<file path="src/rtl/core/tspnp_pkg.sv">
// Shared types, constants and helpers for the TS PID null patcher.
package tspnp_pkg;

  localparam int unsigned PacketBytes = 188;
  localparam int unsigned MaxPids     = 16;
  localparam int unsigned PidW        = 13;
  localparam int unsigned WordW       = 52;
  localparam int unsigned PidsPerWord = WordW / PidW;
  localparam int unsigned NumWords    = MaxPids / PidsPerWord;
  localparam int unsigned CntW        = 5;
  localparam int unsigned IdxW        = 3;
  localparam int unsigned LenW        = 11;
  localparam int unsigned PosW        = 8;
  localparam int unsigned FifoDepth   = 4;
  localparam int unsigned PtrW        = 2;
  localparam int unsigned FillW       = 3;

  localparam logic [7:0]        SyncByte  = 8'h47;
  localparam logic [7:0]        NullLow   = 8'hFF;
  localparam logic [4:0]        PidHiMask = 5'h1F;
  localparam logic [PosW-1:0]   LastPos   = PosW'(PacketBytes - 1);
  // ceil(2^19 / 188): exact quotient for every 11-bit length
  localparam logic [11:0]       LenRecip  = 12'd2789;
  localparam int unsigned       RecipSh   = 19;

  typedef enum logic [IdxW-1:0] {
    CfgPidCount = 3'd0,
    CfgPidWordA = 3'd1,
    CfgPidWordB = 3'd2,
    CfgPidWordC = 3'd3,
    CfgPidWordD = 3'd4
  } cfg_reg_e;

  typedef struct packed {
    logic       last_of_step;
    logic       sync_error;
    logic       pid_replaced;
    logic       end_of_datagram;
    logic [7:0] out_byte;
  } res_t;

  // length mod 188 through a reciprocal multiply and a table of multiples
  function automatic logic [PosW-1:0] len_mod_packet(input logic [LenW-1:0] len);
    logic [22:0]     prod;
    logic [3:0]      quo;
    logic [LenW-1:0] mult;
    logic [LenW-1:0] rem;
    prod = 23'(len) * 23'(LenRecip);
    quo  = prod[RecipSh +: 4];
    case (quo)
      4'd0:    mult = 11'd0;
      4'd1:    mult = 11'd188;
      4'd2:    mult = 11'd376;
      4'd3:    mult = 11'd564;
      4'd4:    mult = 11'd752;
      4'd5:    mult = 11'd940;
      4'd6:    mult = 11'd1128;
      4'd7:    mult = 11'd1316;
      4'd8:    mult = 11'd1504;
      4'd9:    mult = 11'd1692;
      4'd10:   mult = 11'd1880;
      default: mult = 11'd0;
    endcase
    rem = len - mult;
    return rem[PosW-1:0];
  endfunction

endpackage

</file>
<file path="src/rtl/core/ts_pid_null_patcher_core.sv">
// Top level: TS PID null patcher, one byte word in per ready cycle, up to two results out.
// Result words enter the registered result queue when their input word is accepted.
// Throughput: one input word per cycle while the sink keeps up; byte1 of a synced packet
// emits nothing and byte2 two words, so a 4-entry result queue keeps the rate at one per cycle.
// Input ready drops only while the result queue holds three or more words.
// Reset (async, active low) clears packet state, PID table, count and the queue.
module ts_pid_null_patcher_core (
  input  logic                                clk_i,
  input  logic                                rst_ni,
  input  logic                                s_axis_tvalid_i,
  output logic                                s_axis_tready_o,
  input  logic [23:0]                         s_axis_tdata_i,  // in_byte, datagram_length, pad
  input  logic                                s_axis_tlast_i,  // last_of_datagram
  input  logic [0:0]                          s_axis_tuser_i,  // first_of_datagram
  output logic                                m_axis_tvalid_o,
  input  logic                                m_axis_tready_i,
  output logic [7:0]                          m_axis_tdata_o,  // out_byte
  output logic                                m_axis_tlast_o,  // end_of_datagram
  output logic [2:0]                          m_axis_tuser_o,  // pid_replaced, sync_error,
                                                               // last_of_step
  input  logic                                cfg_valid_i,
  output logic                                cfg_ready_o,
  input  logic [tspnp_pkg::IdxW-1:0]          cfg_index_i,
  input  logic [tspnp_pkg::WordW-1:0]         cfg_data_i
);
  import tspnp_pkg::*;

  logic [CntW-1:0]  pid_count_q;
  logic [WordW-1:0] pid_words_q [NumWords];

  logic [PosW-1:0]  hdr_left_q, hdr_left_d;
  logic [PosW-1:0]  pos_q, pos_d;
  logic [7:0]       held_q, held_d;
  logic             sync_ok_q, sync_ok_d;
  logic             in_hdr_q, in_hdr_d;

  res_t             fifo_q [FifoDepth];
  logic [PtrW-1:0]  wr_ptr_q, rd_ptr_q;
  logic [FillW-1:0] fill_q;

  logic             in_fire, out_fire, cfg_fire;
  logic [7:0]       in_byte;
  logic [LenW-1:0]  in_len;
  logic             in_first, in_last;
  res_t             res0, res1;
  logic [1:0]       n_res;
  logic             pid_hit;

  assign in_byte  = s_axis_tdata_i[7:0];
  assign in_len   = s_axis_tdata_i[8 +: LenW];
  assign in_first = s_axis_tuser_i[0];
  assign in_last  = s_axis_tlast_i;

  assign s_axis_tready_o = (fill_q < FillW'(FifoDepth - 1));
  assign in_fire         = s_axis_tvalid_i & s_axis_tready_o;
  assign m_axis_tvalid_o = (fill_q != '0);
  assign out_fire        = m_axis_tvalid_o & m_axis_tready_i;
  assign cfg_ready_o     = 1'b1;
  assign cfg_fire        = cfg_valid_i & cfg_ready_o;

  assign m_axis_tdata_o = fifo_q[rd_ptr_q].out_byte;
  assign m_axis_tlast_o = fifo_q[rd_ptr_q].end_of_datagram;
  assign m_axis_tuser_o = {fifo_q[rd_ptr_q].last_of_step, fifo_q[rd_ptr_q].sync_error,
                           fifo_q[rd_ptr_q].pid_replaced};

  // PID table compare, entries at or beyond the count are ignored
  always_comb begin
    logic [PidW-1:0] pid;
    logic [CntW-1:0] n_cmp;
    logic [PidW-1:0] entry;
    pid     = {held_q[4:0], in_byte};
    n_cmp   = (pid_count_q > CntW'(MaxPids)) ? CntW'(MaxPids) : pid_count_q;
    pid_hit = 1'b0;
    for (int i = 0; i < MaxPids; i++) begin
      entry = pid_words_q[i / PidsPerWord][(i % PidsPerWord) * PidW +: PidW];
      if ((CntW'(i) < n_cmp) && (entry == pid)) begin
        pid_hit = 1'b1;
      end
    end
  end

  // per-word packet state update and result generation
  always_comb begin
    logic pending;
    logic pre;
    res_t m0, m1;
    logic [1:0] n_main;
    logic adv;

    hdr_left_d = hdr_left_q;
    pos_d      = pos_q;
    held_d     = held_q;
    sync_ok_d  = sync_ok_q;
    in_hdr_d   = in_hdr_q;
    m0         = '0;
    m1         = '0;
    n_main     = 2'd0;
    adv        = 1'b0;
    pre        = 1'b0;
    pending    = (pos_q == PosW'(2)) && sync_ok_q && !in_hdr_q;

    if (in_first) begin
      if (pending) begin
        pre       = 1'b1;
        sync_ok_d = 1'b0;
      end
      hdr_left_d = len_mod_packet(in_len);
      pos_d      = '0;
      in_hdr_d   = (hdr_left_d != '0);
      pending    = 1'b0;
    end

    m0.out_byte        = in_byte;
    m0.end_of_datagram = in_last;

    if (in_hdr_d) begin
      n_main = 2'd1;
      if (hdr_left_d != '0) begin
        hdr_left_d = hdr_left_d - PosW'(1);
      end
      if (hdr_left_d == '0) begin
        in_hdr_d = 1'b0;
      end
    end else if (pos_d == '0) begin
      sync_ok_d     = (in_byte == SyncByte);
      m0.sync_error = !sync_ok_d;
      n_main        = 2'd1;
      adv           = 1'b1;
    end else if (pos_d == PosW'(1)) begin
      if (sync_ok_d && !in_last) begin
        held_d = in_byte;
      end else begin
        sync_ok_d = 1'b0;
        n_main    = 2'd1;
      end
      adv = 1'b1;
    end else if (pending) begin
      n_main             = 2'd2;
      m0.end_of_datagram = 1'b0;
      m1.end_of_datagram = in_last;
      if (pid_hit) begin
        m0.out_byte     = held_q | {3'b000, PidHiMask};
        m0.pid_replaced = 1'b1;
        m1.out_byte     = NullLow;
        m1.pid_replaced = 1'b1;
      end else begin
        m0.out_byte = held_q;
        m1.out_byte = in_byte;
      end
      adv = 1'b1;
    end else begin
      n_main = 2'd1;
      adv    = 1'b1;
    end

    if (adv) begin
      pos_d = (pos_d == LastPos) ? '0 : pos_d + PosW'(1);
    end

    if (pre) begin
      res0          = '0;
      res0.out_byte = held_q;
      res1          = m0;
    end else begin
      res0 = m0;
      res1 = m1;
    end
    n_res = n_main + {1'b0, pre};
    if (n_res == 2'd1) begin
      res0.last_of_step = 1'b1;
    end
    if (n_res == 2'd2) begin
      res1.last_of_step = 1'b1;
    end
  end

  always_ff @(posedge clk_i or negedge rst_ni) begin
    if (!rst_ni) begin
      hdr_left_q <= '0;
      pos_q      <= '0;
      held_q     <= '0;
      sync_ok_q  <= 1'b0;
      in_hdr_q   <= 1'b0;
    end else if (in_fire) begin
      hdr_left_q <= hdr_left_d;
      pos_q      <= pos_d;
      held_q     <= held_d;
      sync_ok_q  <= sync_ok_d;
      in_hdr_q   <= in_hdr_d;
    end
  end

  always_ff @(posedge clk_i or negedge rst_ni) begin
    if (!rst_ni) begin
      pid_count_q <= '0;
      for (int i = 0; i < NumWords; i++) begin
        pid_words_q[i] <= '0;
      end
    end else if (cfg_fire) begin
      case (cfg_index_i)
        CfgPidCount: pid_count_q    <= cfg_data_i[CntW-1:0];
        CfgPidWordA: pid_words_q[0] <= cfg_data_i;
        CfgPidWordB: pid_words_q[1] <= cfg_data_i;
        CfgPidWordC: pid_words_q[2] <= cfg_data_i;
        CfgPidWordD: pid_words_q[3] <= cfg_data_i;
        default: ;
      endcase
    end
  end

  // result queue
  always_ff @(posedge clk_i) begin
    if (in_fire && (n_res != 2'd0)) begin
      fifo_q[wr_ptr_q] <= res0;
    end
    if (in_fire && (n_res == 2'd2)) begin
      fifo_q[wr_ptr_q + PtrW'(1)] <= res1;
    end
  end

  always_ff @(posedge clk_i or negedge rst_ni) begin
    if (!rst_ni) begin
      wr_ptr_q <= '0;
      rd_ptr_q <= '0;
      fill_q   <= '0;
    end else begin
      if (in_fire) begin
        wr_ptr_q <= wr_ptr_q + PtrW'(n_res);
      end
      if (out_fire) begin
        rd_ptr_q <= rd_ptr_q + PtrW'(1);
      end
      fill_q <= fill_q + (in_fire ? FillW'(n_res) : '0) - FillW'(out_fire);
    end
  end

endmodule

</file>
<file path="config.mk">
export PLATFORM = sky130hd
export DESIGN_NAME = ts_pid_null_patcher_core
export DESIGN_NICKNAME = d
export VERILOG_FILES = /design/src/rtl/core/tspnp_pkg.sv /design/src/rtl/core/ts_pid_null_patcher_core.sv
export SDC_FILE = /design/constraint.sdc
export NUM_CORES = 1
export LEC_CHECK = 0
export ABC_CLOCK_PERIOD_IN_PS = 5100
export CAP_MARGIN = 20
export CORE_MARGIN = 3
export CORE_UTILIZATION = 35
export CTS_CLUSTER_SIZE = 14
export DETAILED_ROUTE_END_ITERATION = 12
export DONT_BUFFER_PORTS = 1
export HOLD_SLACK_MARGIN = 0.05
export PLACE_DENSITY = 0.52
export SYNTH_ARGS = -nofsm -noshare
export SYNTH_HDL_FRONTEND = slang
export SYNTH_SLANG_ARGS = --single-unit
</file>
<file path="constraint.sdc">
create_clock -name clk_i -period 5.1 [get_ports clk_i]
set_clock_uncertainty 0.05 [all_clocks]
set_input_delay 1.02 -clock clk_i [delete_from_list [all_inputs] [get_ports clk_i]]
set_output_delay 1.02 -clock clk_i [all_outputs]
set_load 0.01 [all_outputs]
</file>
==> impl_metrics.yaml <==
placed_design:
  place_hpwl_um: 33640
  gp_congestion: 0.8284
  dp_slack_ns: -3.493
  io_buffers: 0
final_layout:
  antenna-diode-count: 0
  post-route-util: 0.4335
  ratio_of_cells_with_drive_above_1_in_the_final_layout: 0.3766
  sequential_standard_cell_area_mm2: 0.007597
  final_nets: 1859
  layout.cells.most_common_list: "246 x sky130_fd_sc_hd__dfrtp_1, 221 x sky130_fd_sc_hd__mux2_2, 137 x sky130_fd_sc_hd__buf_4, 128 x sky130_fd_sc_hd__xor2_1, 92 x sky130_fd_sc_hd__xnor2_1"
  footprint_of_the_multi_input_gates_mm2: 0.01037
  most_common_cell_after_layout_fill_and_taps_aside: "sky130_fd_sc_hd__dfrtp_1"
  filler_cell_count: 4701
  syn_to_final_growth_pct: 22.22
drt:
  post_drt_via_cell_ratio: 5.194
  wl_per_cell_um: 20.64
  drtAntennaViolNets: 0
  drt_pass1_iterations: 7
  drt_drc_violations_left: 0
  drt_iter0_markers: 588
  number_of_vias_after_detailed_routing: 12160
  routed_wl_um: 48340
global_route:
  grt_max_degree: 247
  first_global_vias: 12770
  grt_first_pass_wirelength_um: 75640
  number_of_antenna_violations_at_the_first_check_in_global_routing: 1
  track_usage: 0.1815
  grt_remaining_overflow: 0
synth:
  avgSynthCellArea_um2: 11.73
  netlist_top_cells_area: "sky130_fd_sc_hd__dfrtp_1 35%, sky130_fd_sc_hd__mux2_2 14%, sky130_fd_sc_hd__edfxtp_1 8.1%"
  synth-seq-cells: 294
  post-synth-top-area-fraction: 0.3452
  post_synth_num_cell_types: 78
  post_synth_inst_count: 1520
  synth.mux.area_fraction: 0.1588
  synth_top_area_cell: "sky130_fd_sc_hd__dfrtp_1"
  synth_compound_area_frac: 0.07403
  syn_area_mm2: 0.01783
  synth_top_family_by_area: "multiplexers"
  post_synth_and_or_nand_nor_area_fraction: 0.08371
  post_synth_xor_area_fraction: 0.1115
  synthFlopType: "sky130_fd_sc_hd__dfrtp_1"
  seq_area_frac_synth: 0.4261
  postSynthNetCount: 1733
  arithmetic_cell_share_of_the_synthesized_area_counting_full_adders_half_adders_and_majority_gates: 0.1060
  edff_count_synth: 48
  yosys_warnings: 0
  async_flop_share: 0.8367
clock_tree:
  clock-sinks: 294
  worst_setup_hold_path_clk_slew_ns: 0.06
  cts_buffer_count: 34
  tritoncts: "yes"
  clock_insertion_delay_worst_skew_ns: 0.53
  cts-hold-fix-buffers: 0
  cts_htree_levels: 2
  clockBufferDepth: 3
  cts.root.buffer_cell: "sky130_fd_sc_hd__clkbuf_16"
sta:
  final_max_slew_viol_count: 0
  max_clock_freq_mhz: 125.0
  timing.hold.ws_ns: 0.1904
  postLayoutSetupSlackWorst_ns: -2.902
  tightest_slew_ns: 0.9620
  finalWorstPathRequiredPeriod_ns: 8.002
  report.final.setup_viol: 123
  rsz0062_at_grt: "yes"
  report.final.hold_viol_count: 0
  max_slew_margin: 0.3586
  min_period_over_period: 1.569
run_status:
  failed_checks: "negative setup slack"
  run_status: "complete, but fails checks"
worst_hold_path:
  hold_path_class: "in2async"
job:
  timing.max_cap.violations: 0
power:
  vdd.ir_drop.worst_mv: 0.2885
  pnr_total_power_mw: 11.08
  power_leakage_nw: 9.214
  p_per_area_mw_per_mm2: 508.5
setup_path:
  crit_path_start: "s_axis_tdata_i[14]"
  worstSetupEndpointType: "flip-flop"
  timing.critical_path.slowest_stage_cell: "sky130_fd_sc_hd__fa_1"
  criticalPathCategory: "in2reg"
  highest_fanout_seen_on_the_critical_path: 8
  cp.required_ns: 5.32
  max_stage_delay_ns: 0.49
  critPathLaunchType: "primary input"
  reg2reg_from: "held_q[0]$_DFFE_PN0P_"
  worst_ep_arrival_ns: 8.22
floorplanning:
  initial_utilization: 0.3547
  fp.dieArea_mm2: 0.05369
  die_width_um: 231.7
  floorplan.core_area_mm2: 0.05027
  die_h_um: 231.7
  num_io_pins: 101
  row_count: 82
flip-flops by register name, summed over array words and instances, names as in the netlist:
register,flops
fifo_q,48
fill_q,3
hdr_left_q,8
held_q,8
in_hdr_q,1
pid_count_q,5
pid_words_q,208
pos_q,8
rd_ptr_q,2
sync_ok_q,1
wr_ptr_q,2
kinds of logic (layout without fill, tap and decap cells):
logic type / Yosys count / count (layout)
simple gates: 290 / 290
fa+ha+maj: 127 / 127
xor+xnor: 227 / 227
mux: 240 / 240
buf+inv: 172 / 322
other cells: 1 / 1
flops: 294 / 294
compound gates: 169 / 169
final timing paths:
check	end	slack, ns	cells after the start
min in group clk_i	hdr_left_q[2]$_DFFE_PN0P_	0.44	2
hold reg to reg	hdr_left_q[2]$_DFFE_PN0P_	0.44	2
hold / removal	rd_ptr_q[0]$_DFFE_PN0P_	0.19	0
max in group asynchronous	pid_words_q[184]$_DFFE_PN0P_	4.17	0
setup reg to reg	fifo_q[0][0]$_DFFE_PP_	1.17	11
setup / recovery	fifo_q[1][4]$_DFFE_PP_	-2.90	37
power by group:
group,switching [mW],internal [mW]
sequential,0.428,2.89
combinational,2.32,2.90
clock,0.992,1.55
worst max-delay path: cells and delay by family:
family          cells  cell delay, ns
compound gates     14            2.42
buf+inv             7            0.39
simple gates        2            0.44
xor+xnor            3            0.48
mux                 1            0.20
fa+ha+maj          10            3.28
cell type report:
cell class / count / share of cell area
inverters: 96 / 0.01717
repair buffers: 166 / 0.06608
well taps: 672 / 0.03858
multi-input cells: 1054 / 0.4759
clock buffers: 48 / 0.04519
flip-flops and latches: 294 / 0.3486
clock inverters: 12 / 0.008440
cell usage after synthesis, types with 6 or more instances:
cell,n
sky130_fd_sc_hd__dfrtp_1,246
sky130_fd_sc_hd__mux2_2,223
sky130_fd_sc_hd__xor2_1,130
sky130_fd_sc_hd__xnor2_1,97
sky130_fd_sc_hd__inv_1,95
sky130_fd_sc_hd__ha_1,87
sky130_fd_sc_hd__nand2_1,85
sky130_fd_sc_hd__edfxtp_1,48
sky130_fd_sc_hd__clkbuf_1,43
sky130_fd_sc_hd__fa_1,40
sky130_fd_sc_hd__nor2_1,38
sky130_fd_sc_hd__nand4_1,32
sky130_fd_sc_hd__o221a_2,32
sky130_fd_sc_hd__nor4_1,30
sky130_fd_sc_hd__o21ai_0,30
sky130_fd_sc_hd__nand3_1,28
sky130_fd_sc_hd__a21oi_1,27
sky130_fd_sc_hd__buf_2,23
sky130_fd_sc_hd__nor3_1,22
sky130_fd_sc_hd__mux4_2,12
sky130_fd_sc_hd__nor2b_1,10
sky130_fd_sc_hd__and2_1,8
sky130_fd_sc_hd__buf_4,7
sky130_fd_sc_hd__a21o_1,6
sky130_fd_sc_hd__and3_1,6
per-stage QoR:
step	cells	setup TNS [ns]	cell area, µm²
6_report	2342	-327.17	21790
5_1_grt	2342	-366.62	21790
4_1_cts	2330	-314.08	21550
3_5_place_dp	2246	-390.21	19800
3_3_place_gp	2246	-390.03	19800
2_1_floorplan	1520	-359.51	18260
metal layers:
layer	up-vias	GRT usage	routed length (µm)
met5	-	0	0
met3	64	0.03128	2029
met4	0	0.04086	902
li1	5656	-	-
met1	6246	0.2504	22320
met2	198	0.2991	23080
what timing repair did:
item / CTS / global route
gates resized for setup: 90 / 36
buffers inserted: 29 / 11
pin swaps: 54 / 16
gates cloned: 1 / 0
endpoints found under the setup margin: 123 / 123
(Power assumes the default switching activity.)
